<file path="src/msort_pkg.sv">
// ----------------------------------------------------------------------------
// msort_pkg
// Shared types and constants of the merge sort engine: data width, default
// set size, controller states and the command and status groups that join
// the controller to the datapath.
// ----------------------------------------------------------------------------
package msort_pkg;

    localparam int DATA_W    = 32;
    localparam int DEPTH_DEF = 32;

    typedef enum logic [2:0] {
        ST_LOAD,
        ST_SORT,
        ST_SETUP,
        ST_MERGE,
        ST_OSETUP,
        ST_OUT
    } state_t;

    typedef struct packed {
        logic load_en;
        logic sort_init;
        logic run_setup;
        logic merge;
        logic next_run;
        logic next_pass;
        logic out_init;
        logic out_run;
    } cmd_t;

    typedef struct packed {
        logic in_close;
        logic one_elem;
        logic elem_last;
        logic run_last;
        logic pass_last;
        logic out_done;
    } stat_t;

endpackage

</file>
<file path="src/msort_ram.sv">
// ----------------------------------------------------------------------------
// msort_ram
// Generic RAM: one write port, two read ports, registered read data.
// ----------------------------------------------------------------------------
module msort_ram #(
    parameter int WIDTH = 32,
    parameter int DEPTH = 32
) (
    input  logic                     clk,
    input  logic                     we,
    input  logic [$clog2(DEPTH)-1:0] waddr,
    input  logic [WIDTH-1:0]         wdata,
    input  logic [$clog2(DEPTH)-1:0] raddr0,
    input  logic [$clog2(DEPTH)-1:0] raddr1,
    output logic [WIDTH-1:0]         rdata0,
    output logic [WIDTH-1:0]         rdata1
);

    logic [WIDTH-1:0] mem [DEPTH];

    always_ff @(posedge clk)
    begin
        if (we)
        begin
            mem[waddr] <= wdata;
        end
        rdata0 <= mem[raddr0];
        rdata1 <= mem[raddr1];
    end

endmodule

</file>
<file path="src/msort_dp.sv">
// ----------------------------------------------------------------------------
// msort_dp
// Datapath: element and scratch stores, run pointers, key compare and the
// output register. Acts on commands from the controller, reports status.
// ----------------------------------------------------------------------------
module msort_dp #(
    parameter int DEPTH = msort_pkg::DEPTH_DEF
) (
    input  logic                          clk,
    input  logic                          rst_n,
    input  msort_pkg::cmd_t               cmd,
    output msort_pkg::stat_t              stat,
    input  logic                          s_tvalid,
    output logic                          s_tready,
    input  logic [msort_pkg::DATA_W-1:0]  s_tdata,
    input  logic                          s_tlast,
    output logic                          m_tvalid,
    input  logic                          m_tready,
    output logic [msort_pkg::DATA_W-1:0]  m_tdata,
    output logic                          m_tlast
);

    import msort_pkg::*;

    localparam int AW = $clog2(DEPTH);
    localparam int CW = $clog2(DEPTH + 1);

    logic [CW-1:0]     count_reg, count_next;
    logic [CW-1:0]     w_reg, w_next;
    logic [CW-1:0]     lo_reg, lo_next;
    logic [CW-1:0]     mid_reg, mid_next;
    logic [CW-1:0]     hi_reg, hi_next;
    logic [CW-1:0]     i_reg, i_next;
    logic [CW-1:0]     j_reg, j_next;
    logic [CW-1:0]     k_reg, k_next;
    logic [CW-1:0]     o_reg, o_next;
    logic              src_sel_reg, src_sel_next;
    logic              out_valid_reg, out_valid_next;
    logic              out_last_reg, out_last_next;
    logic [DATA_W-1:0] out_data_reg, out_data_next;

    logic [CW:0]       w_dbl, lo_w, lo_2w;
    logic [CW-1:0]     mid_calc, hi_calc;
    logic              in_acc, take_left, out_load, o_last;
    logic [DATA_W-1:0] a_rd0, a_rd1, b_rd0, b_rd1, d0, d1, wr_data;
    logic              a_we, b_we;
    logic [AW-1:0]     a_waddr, rd0_addr, rd1_addr;

    assign in_acc   = s_tvalid && cmd.load_en;
    assign s_tready = cmd.load_en;

    assign w_dbl    = {w_reg, 1'b0};
    assign lo_w     = {1'b0, lo_reg} + {1'b0, w_reg};
    assign lo_2w    = {1'b0, lo_reg} + w_dbl;
    assign mid_calc = (lo_w < {1'b0, count_reg}) ? lo_w[CW-1:0] : count_reg;
    assign hi_calc  = (lo_2w < {1'b0, count_reg}) ? lo_2w[CW-1:0] : count_reg;

    assign d0 = src_sel_reg ? b_rd0 : a_rd0;
    assign d1 = src_sel_reg ? b_rd1 : a_rd1;

    assign take_left = (i_reg < mid_reg)
                       && ((j_reg >= hi_reg) || ($signed(d0) <= $signed(d1)));
    assign wr_data   = take_left ? d0 : d1;

    assign out_load = cmd.out_run && (!out_valid_reg || m_tready);
    assign o_last   = (o_reg + CW'(1)) == count_reg;

    always_comb
    begin
        count_next     = count_reg;
        w_next         = w_reg;
        lo_next        = lo_reg;
        mid_next       = mid_reg;
        hi_next        = hi_reg;
        i_next         = i_reg;
        j_next         = j_reg;
        k_next         = k_reg;
        o_next         = o_reg;
        src_sel_next   = src_sel_reg;
        out_valid_next = out_valid_reg;
        out_last_next  = out_last_reg;
        out_data_next  = out_data_reg;

        if (in_acc)
        begin
            count_next = count_reg + CW'(1);
        end
        if (cmd.sort_init)
        begin
            w_next       = CW'(1);
            lo_next      = '0;
            src_sel_next = 1'b0;
        end
        if (cmd.run_setup)
        begin
            mid_next = mid_calc;
            hi_next  = hi_calc;
            i_next   = lo_reg;
            j_next   = mid_calc;
            k_next   = lo_reg;
        end
        if (cmd.merge)
        begin
            if (take_left)
            begin
                i_next = i_reg + CW'(1);
            end
            else
            begin
                j_next = j_reg + CW'(1);
            end
            k_next = k_reg + CW'(1);
        end
        if (cmd.next_run)
        begin
            lo_next = hi_reg;
        end
        if (cmd.next_pass)
        begin
            lo_next      = '0;
            w_next       = w_dbl[CW-1:0];
            src_sel_next = !src_sel_reg;
        end
        if (cmd.out_init)
        begin
            o_next = '0;
        end
        if (out_load)
        begin
            o_next         = o_reg + CW'(1);
            out_valid_next = 1'b1;
            out_data_next  = d0;
            out_last_next  = o_last;
            if (o_last)
            begin
                count_next = '0;
            end
        end
        else if (m_tready)
        begin
            out_valid_next = 1'b0;
        end
    end

    always_ff @(posedge clk or negedge rst_n)
    begin
        if (!rst_n)
        begin
            count_reg     <= '0;
            w_reg         <= '0;
            lo_reg        <= '0;
            mid_reg       <= '0;
            hi_reg        <= '0;
            i_reg         <= '0;
            j_reg         <= '0;
            k_reg         <= '0;
            o_reg         <= '0;
            src_sel_reg   <= 1'b0;
            out_valid_reg <= 1'b0;
        end
        else
        begin
            count_reg     <= count_next;
            w_reg         <= w_next;
            lo_reg        <= lo_next;
            mid_reg       <= mid_next;
            hi_reg        <= hi_next;
            i_reg         <= i_next;
            j_reg         <= j_next;
            k_reg         <= k_next;
            o_reg         <= o_next;
            src_sel_reg   <= src_sel_next;
            out_valid_reg <= out_valid_next;
        end
    end

    always_ff @(posedge clk)
    begin
        out_data_reg <= out_data_next;
        out_last_reg <= out_last_next;
    end

    // Read addresses follow the next pointers so registered data matches the pointers.
    assign rd0_addr = (cmd.out_init || cmd.out_run) ? o_next[AW-1:0] : i_next[AW-1:0];
    assign rd1_addr = j_next[AW-1:0];

    assign a_we    = in_acc || (cmd.merge && src_sel_reg);
    assign a_waddr = in_acc ? count_reg[AW-1:0] : k_reg[AW-1:0];
    assign b_we    = cmd.merge && !src_sel_reg;

    msort_ram #(
        .WIDTH (DATA_W),
        .DEPTH (DEPTH)
    ) u_elem_ram (
        .clk    (clk),
        .we     (a_we),
        .waddr  (a_waddr),
        .wdata  (in_acc ? s_tdata : wr_data),
        .raddr0 (rd0_addr),
        .raddr1 (rd1_addr),
        .rdata0 (a_rd0),
        .rdata1 (a_rd1)
    );

    msort_ram #(
        .WIDTH (DATA_W),
        .DEPTH (DEPTH)
    ) u_scratch_ram (
        .clk    (clk),
        .we     (b_we),
        .waddr  (k_reg[AW-1:0]),
        .wdata  (wr_data),
        .raddr0 (rd0_addr),
        .raddr1 (rd1_addr),
        .rdata0 (b_rd0),
        .rdata1 (b_rd1)
    );

    assign stat.in_close  = in_acc && (s_tlast || ((count_reg + CW'(1)) == CW'(DEPTH)));
    assign stat.one_elem  = count_reg == CW'(1);
    assign stat.elem_last = (k_reg + CW'(1)) == hi_reg;
    assign stat.run_last  = hi_reg == count_reg;
    assign stat.pass_last = w_dbl >= {1'b0, count_reg};
    assign stat.out_done  = out_load && o_last;

    assign m_tvalid = out_valid_reg;
    assign m_tdata  = out_data_reg;
    assign m_tlast  = out_last_reg;

`ifndef SYNTHESIS
    a_count_range: assert property (@(posedge clk) disable iff (!rst_n)
        count_reg <= CW'(DEPTH))
        else $error("element count beyond set size");

    a_merge_in_run: assert property (@(posedge clk) disable iff (!rst_n)
        cmd.merge |-> (k_reg < hi_reg) && ((i_reg < mid_reg) || (j_reg < hi_reg)))
        else $error("merge step outside its run");

    a_merge_balance: assert property (@(posedge clk) disable iff (!rst_n)
        cmd.merge |-> (k_reg - lo_reg) == ((i_reg - lo_reg) + (j_reg - mid_reg)))
        else $error("merge pointers out of step");

    a_pass_end: assert property (@(posedge clk) disable iff (!rst_n)
        cmd.next_pass |-> stat.run_last && stat.elem_last)
        else $error("pass ended before its last run");
`endif

endmodule

</file>
<file path="src/msort_ctrl.sv">
// ----------------------------------------------------------------------------
// msort_ctrl
// Controller: sequences loading, merge passes and output streaming.
// ----------------------------------------------------------------------------
module msort_ctrl (
    input  logic              clk,
    input  logic              rst_n,
    input  msort_pkg::stat_t  stat,
    output msort_pkg::cmd_t   cmd
);

    import msort_pkg::*;

    state_t state_reg, state_next;

    always_ff @(posedge clk or negedge rst_n)
    begin
        if (!rst_n)
        begin
            state_reg <= ST_LOAD;
        end
        else
        begin
            state_reg <= state_next;
        end
    end

    always_comb
    begin
        state_next = state_reg;
        cmd        = '0;
        case (state_reg)
            ST_LOAD:
            begin
                cmd.load_en = 1'b1;
                if (stat.in_close)
                begin
                    state_next = ST_SORT;
                end
            end
            ST_SORT:
            begin
                cmd.sort_init = 1'b1;
                state_next    = stat.one_elem ? ST_OSETUP : ST_SETUP;
            end
            ST_SETUP:
            begin
                cmd.run_setup = 1'b1;
                state_next    = ST_MERGE;
            end
            ST_MERGE:
            begin
                cmd.merge = 1'b1;
                if (stat.elem_last)
                begin
                    if (!stat.run_last)
                    begin
                        cmd.next_run = 1'b1;
                        state_next   = ST_SETUP;
                    end
                    else
                    begin
                        cmd.next_pass = 1'b1;
                        state_next    = stat.pass_last ? ST_OSETUP : ST_SETUP;
                    end
                end
            end
            ST_OSETUP:
            begin
                cmd.out_init = 1'b1;
                state_next   = ST_OUT;
            end
            ST_OUT:
            begin
                cmd.out_run = 1'b1;
                if (stat.out_done)
                begin
                    state_next = ST_LOAD;
                end
            end
            default:
            begin
                state_next = ST_LOAD;
            end
        endcase
    end

`ifndef SYNTHESIS
    a_close_to_sort: assert property (@(posedge clk) disable iff (!rst_n)
        (state_reg == ST_LOAD) && stat.in_close |=> state_reg == ST_SORT)
        else $error("closed set did not start sorting");

    a_out_to_load: assert property (@(posedge clk) disable iff (!rst_n)
        (state_reg == ST_OUT) && stat.out_done |=> state_reg == ST_LOAD)
        else $error("output did not return to loading");

    a_one_cmd: assert property (@(posedge clk) disable iff (!rst_n)
        $onehot0({cmd.load_en, cmd.sort_init, cmd.run_setup, cmd.merge,
                  cmd.out_init, cmd.out_run}))
        else $error("conflicting datapath commands");
`endif

endmodule

</file>
<file path="src/merge_sort_engine.sv">
// ----------------------------------------------------------------------------
// merge_sort_engine
// Collects a set of signed 32-bit items and streams them back sorted.
// ----------------------------------------------------------------------------
// Usage:
//   Slave channel s_*: one value per item in s_tdata, s_tlast closes the set.
//   The DEPTH-th item closes the set as well. Loading accepts each item as
//   soon as s_tvalid is high. After the closing item the set is sorted by
//   bottom-up merge passes that ping-pong between two RAMs: ceil(log2(n))
//   passes with one setup state per run, one element merged per cycle
//   through the two read ports of the source RAM. Then a setup state primes
//   the read and the sorted items leave on m_* at one per cycle while the
//   receiver is ready; m_tlast marks the final one. For n = 32 the sort
//   takes 5 passes with 31 run setups in all.
//   s_tready is high only while loading. When the receiver stalls, the
//   output register holds its item and the read pointer waits.
//   Reset returns the block to loading with an empty set and no pending
//   result; store contents are not cleared.
// ----------------------------------------------------------------------------
module merge_sort_engine #(
    parameter int DEPTH = msort_pkg::DEPTH_DEF
) (
    input  logic                          clk,
    input  logic                          rst_n,
    input  logic                          s_tvalid,
    output logic                          s_tready,
    input  logic [msort_pkg::DATA_W-1:0]  s_tdata,   // [31:0] value
    input  logic                          s_tlast,
    output logic                          m_tvalid,
    input  logic                          m_tready,
    output logic [msort_pkg::DATA_W-1:0]  m_tdata,   // [31:0] sorted_value
    output logic                          m_tlast
);

    import msort_pkg::*;

    cmd_t  cmd;
    stat_t stat;

    msort_ctrl u_ctrl (
        .clk   (clk),
        .rst_n (rst_n),
        .stat  (stat),
        .cmd   (cmd)
    );

    msort_dp #(
        .DEPTH (DEPTH)
    ) u_dp (
        .clk      (clk),
        .rst_n    (rst_n),
        .cmd      (cmd),
        .stat     (stat),
        .s_tvalid (s_tvalid),
        .s_tready (s_tready),
        .s_tdata  (s_tdata),
        .s_tlast  (s_tlast),
        .m_tvalid (m_tvalid),
        .m_tready (m_tready),
        .m_tdata  (m_tdata),
        .m_tlast  (m_tlast)
    );

endmodule

</file>
<file path="config.mk">
export PLATFORM = sky130hd
export DESIGN_NAME = merge_sort_engine
export DESIGN_NICKNAME = d
export VERILOG_FILES = /design/src/msort_pkg.sv /design/src/msort_ram.sv /design/src/msort_dp.sv /design/src/msort_ctrl.sv /design/src/merge_sort_engine.sv
export SDC_FILE = /design/constraint.sdc
export NUM_CORES = 2
export LEC_CHECK = 0
export ABC_AREA = 1
export BUFFER_PORTS_ARGS = -buffer_cell sky130_fd_sc_hd__buf_4
export CELL_PAD_IN_SITES_DETAIL_PLACEMENT = 1
export CELL_PAD_IN_SITES_GLOBAL_PLACEMENT = 1
export CORE_UTILIZATION = 50
export DETAILED_ROUTE_END_ITERATION = 8
export PLACE_DENSITY_LB_ADDON = 0.1
export SYNTH_ARGS = -nofsm -noshare
export SYNTH_HDL_FRONTEND = slang
export SYNTH_HIERARCHICAL = 1
export SYNTH_SLANG_ARGS = --single-unit
</file>
<file path="constraint.sdc">
create_clock -name clk -period 4.9 [get_ports clk]
set_input_delay 0.245 -clock clk [delete_from_list [all_inputs] [get_ports clk]]
set_output_delay 0.245 -clock clk [all_outputs]
set_load 0.02 [all_outputs]
</file>
======== Yosys cells after proc, flatten, opt, wreduce, memory -nomap -nowiden ========
Memories as Yosys holds them, arrays and structs flattened. A register that Yosys moved wholly into a read port is not among the register bits.
Index checks and enable logic that the tools add are counted.
word-level totals
  memory bits (writable) .................. 2,048
  bits in registers ....................... 92
  bits in read-only memories .............. 0
  latch bits .............................. 0
  memories ................................ 2
memory list
  name                    depth  bits a word  rd ports  clocked after memory_dff  write ports  RTL line         source
  u_dp.u_elem_ram.mem     32     32           2         2                         1            msort_ram.sv:19  logic [WIDTH-1:0] mem [DEPTH];
  u_dp.u_scratch_ram.mem  32     32           2         2                         1            msort_ram.sv:19
operators by class
  add/subtract/negate cells ............... 7
  reductions and logical operators ........ 21
  $lt $le $gt $ge ......................... 6
  equal/unequal tests ..................... 13
  mux-type cells .......................... 50
  shifts and indexed selects .............. 0
  bitwise operators ....................... 0
  divide/modulo/power cells ............... 0
  $mul .................................... 0
operators by type and width
  operator               number
  $mux W32               4
  $mux W6                20
  $le A32 B32 Y1         1
  $add A6 B1 Y6 const B  5
  $mux W3                7
  $eq A6 B6 Y1           3
  $pmux W3 S6            1
  $mux W1                15
  $lt A7 B6 Y1           2
  $mux W5                2
  $reduce_bool A2 Y1     4
  $add A6 B6 Y7          1
  $add A6 B7 Y7          1
  $ge A7 B6 Y1           1
  $logic_and A1 B1 Y1    7
  $eq A3 B2 Y1 const B   2
  $eq A3 B3 Y1 const B   2
  $eq A6 B1 Y1 const B   1
  $eq A6 B6 Y1 const B   1
  $ge A6 B6 Y1           1
  $lt A6 B6 Y1           1
  $ne A2 B2 Y1 const B   3
  $logic_or A1 B1 Y1     5
  $eq A3 B1 Y1 const B   1
  other kinds (5)        6

======== Longest topological paths before layout ========
  word-level depth ........................ 8
  depth in mapped cells ................... 37

======== Cells and area by module ========
The synthesis kept the hierarchy.
by module, submodules not included
  module      instances  seq. area each (sq um)  cells an instance  area an instance (sq um)
  msort_ram   2          32,030.7                5,999              53,806.6
  msort_dp    1          2,392.3                 1,048              7,806.2
  msort_ctrl  1          75.1                    48                 282.8

======== Least setup slack after synthesis ========
No wires, ideal clock.
  kind .................................... register to register
  start point ............................. register u_dp.src_sel_reg
  end point ............................... register u_dp.u_elem_ram.rdata1[22] (read register of u_dp.u_elem_ram.mem)
  buffers on the path ..................... 5
  arrival time ............................ 3,710 ps
  clock period less this slack ............ 3,769 ps
  library setup time ...................... 58 ps
  data required time ...................... 4,842 ps
  stages on the path, launching flop included .. 24
  slack ................................... 1,131 ps
  cells stage by stage .................... dfrtp_1 -> buf_2 -> buf_2 -> mux2i_1 -> ha_1 -> a21oi_1 -> o21a_1 -> nand2_1 -> a21oi_1 -> nand2_1 -> nand2_1 -> nand3_2 -> nand2_2 -> buf_6 -> nand2_2 -> o21ai_0 -> buf_2 -> clkbuf_1 -> nand3_1 -> nand2_1 -> nand2_1 -> nand2_1 -> nand2_1 -> nand2_1
between the ends
  cells in the longest elaborated chain, start to end .. 6
  elaborated cells between the ends (all ways) .. 7
  those cells by class .................... order compare: 1; mux: 4; reduce/logical: 2
RTL lines
  element                             RTL line                        source
  start: declaration                  msort_dp.sv:37                  logic src_sel_reg, src_sel_next;
  start signal: assignment            msort_dp.sv:172                 src_sel_reg <= src_sel_next;
  $mux W32, on equally long branches  msort_dp.sv:58, msort_dp.sv:59
  $le A32 B32 Y1 *                    msort_dp.sv:62                  && ((j_reg >= hi_reg) || ($signed(d0) <= $signed(d1)));
  $logic_or A1 B1 Y1 *                msort_dp.sv:62
  $logic_and A1 B1 Y1 *               msort_dp.sv:62
  $mux W6 *                           msort_dp.sv:104                 if (take_left)
  $mux W6 *                           msort_dp.sv:102                 if (cmd.merge)
  named net u_dp.j_next[2]            msort_dp.sv:34                  logic [CW-1:0] j_reg, j_next;
  end: declaration                    msort_ram.sv:16                 output logic [WIDTH-1:0] rdata1
The timed path passes the listed nets; every way through them passes the cells marked *.
A chain may end at the register's enable or synchronous reset.

======== Final worst setup path ========
  start point ............................. register u_dp.src_sel_reg
  end point ............................... register u_dp.u_scratch_ram.rdata1[7] (read register of u_dp.u_scratch_ram.mem)
between the ends
  cells in the longest elaborated chain, start to end .. 6
  elaborated cells between the ends (all ways) .. 7
  those cells by class .................... order compare: 1; mux: 4; reduce/logical: 2
RTL lines
  element                             RTL line
  $mux W32, on equally long branches  msort_dp.sv:58, msort_dp.sv:59
  $le A32 B32 Y1 *                    msort_dp.sv:62
  $logic_or A1 B1 Y1 *                msort_dp.sv:62
  $logic_and A1 B1 Y1 *               msort_dp.sv:62
  $mux W6 *                           msort_dp.sv:104
  $mux W6 *                           msort_dp.sv:102
  named net u_dp.j_next[1]            msort_dp.sv:34
  end: declaration                    msort_ram.sv:16
Marked as above.

==> results.cfg <==
[status]
status = finished, violations left
failed_checks = setup timing

[clock_network]
cts_tree = done
cts-root-buf = clkbuf_16
clk_path_buf_depth = 4
clk_latency_ps = 960
cts.htree.levels = 5
cts.sinks = 2268
clkTransAtPathRegs_ps = 60
cts_made_buffers = 277

[power_and_ir_drop]
ir_worst_vdd_uv = 350.8
p_leak_nw = 52.66
clkPwrFrac_pct = 49.1
swShare_pct = 20.29
p_switching_mw = 8.309
combPwrFrac_pct = 0.1
p_total_mw = 40.96
pwr-share-seq_pct = 50.8
p_per_area_mw_per_mm2 = 299.4
intPower_mw = 32.65

[worst_setup_path]
cpPeakStageDelay_ps = 440
critPathArrivalTime_ps = 5810
cp_top_family = buffers and inverters
critical_path.most_common_cell = nand2_1
cp-start-kind = register
r2r_cells = 29
path_buf_inv = 8
required_ps = 5780
rrSetupSlack_ps = -20
path_max_fanout = 59
end_kind = register
cp.depth = 29
path_class = register to register
critPathSlowestCell = dfrtp_4

[yosys]
synth_cell_types = 51
synth_edf_count = 2081
ys_async_sr_fraction_pct = 2.601
synthCells = 13094
synth_top_area_share_pct = 54.01
yosys.area.top_type = edfxtp_1
seq_area_frac_synth_pct = 57.50
yosysMostFrequentCell = nand2_1
synth_commonest_cells = 6011 x nand2_1, 3193 x nand3_1, 2081 x edfxtp_1
synth_seq_cells = 2268
synth-main-ff-cell = edfxtp_1
postSynthAreaPerCell_sq_um = 8.836
ys_top_cells_by_area = edfxtp_1 54%, nand2_1 20%, nand3_1 14%
yosysWarnings = 6
synth_nets = 13208
syn_area_sq_mm = 0.1157

[place]
routabilityCongestion = 0.9505
dp.cells = 16205
place_hpwl_mm = 304.6
place_area_sq_mm = 0.1265
portBuffers = 71

[sta]
period_share_pct = 100.4
slew_headroom_pct = 30.19
skew_ps = 54.27
worst_pin_slew_ps = 1047
rsz0062_at_grt = true
maxSlewViolCount = 0
finalWorstSetupSlack_ps = -20.79
final.setup.tns_ps = -38.54
max_freq_mhz = 203.2
finalSetupViolCount = 4
period_needed_ps = 4921
final_hold_viol_count = 0

[job]
max_cap_viol_count = 0

[detailed_routing]
initialDrtViolationCount = 13096
viasPerCell = 6.393
post_drt_wl_per_cell_um = 30.40
drc_errors = 0
dr.pass1.iters = 8
num_vias = 107174
ant_nets = 0
wirelength_mm = 509.7

[floorplan]
fp.dieW_um = 483.0
chipHeight_um = 483.0
initial_core_util_pct = 50.33
dieArea_sq_mm = 0.2333
core-area_sq_mm = 0.2299
row_count = 176
num_io_pins = 72

[grt]
overflow = 0
grt_pass1_wl_mm = 735.6
grt_max_degree = 62
grt_usage_pct = 42.56
grt_pass1_vias = 111987
antenna_found_initial = 26

[finish]
fin_area_sq_mm = 0.1368
drive_gt1_share_pct = 11.96
area_growth_pct = 18.24
reg.largest.list = u_dp/u_elem_ram/mem x1024, u_dp/u_scratch_ram/mem x1024
instances_no_fill = 16764
nets = 13643
nFillCells = 25895
fin_util_pct = 59.51

[worst_hold_path]
min_path_type = input pin to register
whs_path_depth = 4
[worst register-to-register path: cells and delay by family, from the launching register on]
kind / cells / cell delay (ps)
compound gates: 2 / 260
fa+ha+maj: 1 / 240
buf+inv: 8 / 1960
flops: 1 / 440
mux: 1 / 220
simple gates: 17 / 1730
[worst paths after layout]
check / from / endpoint
worst max-delay path: u_dp/src_sel_reg$_DFFE_PN0P_ / u_dp/u_scratch_ram/rdata1[7]$_DFF_P_
worst min-delay path: s_tdata[14] / u_dp/u_elem_ram/mem[18][14]$_DFFE_PP_
worst max register to register: u_dp/src_sel_reg$_DFFE_PN0P_ / u_dp/u_scratch_ram/rdata1[7]$_DFF_P_
worst min register to register: u_dp/o_reg[5]$_DFFE_PN0P_ / u_dp/o_reg[5]$_DFFE_PN0P_
max in group asynchronous: rst_n / u_dp/src_sel_reg$_DFFE_PN0P_
min in group asynchronous: rst_n / u_dp/w_reg[0]$_DFFE_PN0P_
[power groups by stage]
stage / logic [mW] / registers (mW) / clock network, mW
finish: 0.0444 / 20.8 / 20.1
detailed placement: 0.0354 / 21.2 / 0
floorplan: 0.000185 / 21.2 / 0
global route: 0.0478 / 20.8 / 20.8
global placement: 0.0345 / 21.2 / 0
CTS: 0.0451 / 20.8 / 20.2
[per-stage QoR]
stage	setup WS [ps]	hold slack, ps
2_1_floorplan	1131	-50.59
3_3_place_gp	-40.81	418.1
3_5_place_dp	-127.7	423.7
4_1_cts	-11.10	5.884
5_1_grt	-157.7	11.73
6_report	-20.79	59.52
[metal layers]
layer	global-route usage [%]	share of wire [%]	vias to the layer above
met4	30.43	8.4	10
met1	51.71	35	52959
met5	0	0.013	-
met2	68.00	45	6884
met3	8.322	11	2129
li1	-	-	45192
[cell usage in the layout (no fill, tap or decap), types with 11 or more instances in the layout]
cell / n
ha_1: 71
or2_2: 36
clkbuf_16: 293
clkinv_2: 46
xor2_1: 25
dfrtp_1: 56
o21ai_0: 52
nand2_1: 5994
nor2_1: 38
dfxtp_1: 128
inv_1: 141
clkinv_1: 30
buf_6: 13
nor2_4: 68
buf_4: 601
dlygate4sd3_1: 13
buf_12: 396
edfxtp_1: 2081
and2_1: 37
nand2_2: 24
mux2i_1: 31
nand3_1: 3191
nand4_1: 11
clkbuf_1: 76
bufbuf_16: 12
clkbuf_8: 27
a21oi_1: 46
o22ai_1: 18
buf_16: 22
bufinv_16: 16
[what timing repair did]
item                                   in CTS  in global routing
endpoints found under the hold margin     318                  0
resized for setup                          29                 93
setup endpoints to repair                  95                114
setup buffers                              13                 20
pin swaps                                   1                 11
cloned                                     14                 12
hold buffers                               13                  0
[cell type report]
| cell class | count | area, sq um | area share [%] |
|---|---|---|---|
| Clock inverter | 97 | 872.1 | 0.6375 |
| Antenna cell | 4 | 10.01 | 0.007317 |
| Multi-Input combinational cell | 9737 | 42940 | 31.39 |
| Inverter | 173 | 887.1 | 0.6484 |
| Timing Repair inverter | 5 | 58.81 | 0.04298 |
| Timing Repair Buffer | 1067 | 13950 | 10.20 |
| Tap cell | 3026 | 3786 | 2.767 |
| Clock buffer | 387 | 7764 | 5.675 |
| Sequential cell | 2268 | 66540 | 48.63 |
[kinds of logic after synthesis]
family	synth area share, %
buffers and inverters	6.021
AND/OR/NAND/NOR	34.31
XOR/XNOR	0.2574
multiplexers	0.2682
AO/OA/AOI/OAI	0.7992
flip-flops	57.50
adder cells (fa/ha/maj)	0.8457
(Power assumes the default switching activity.)
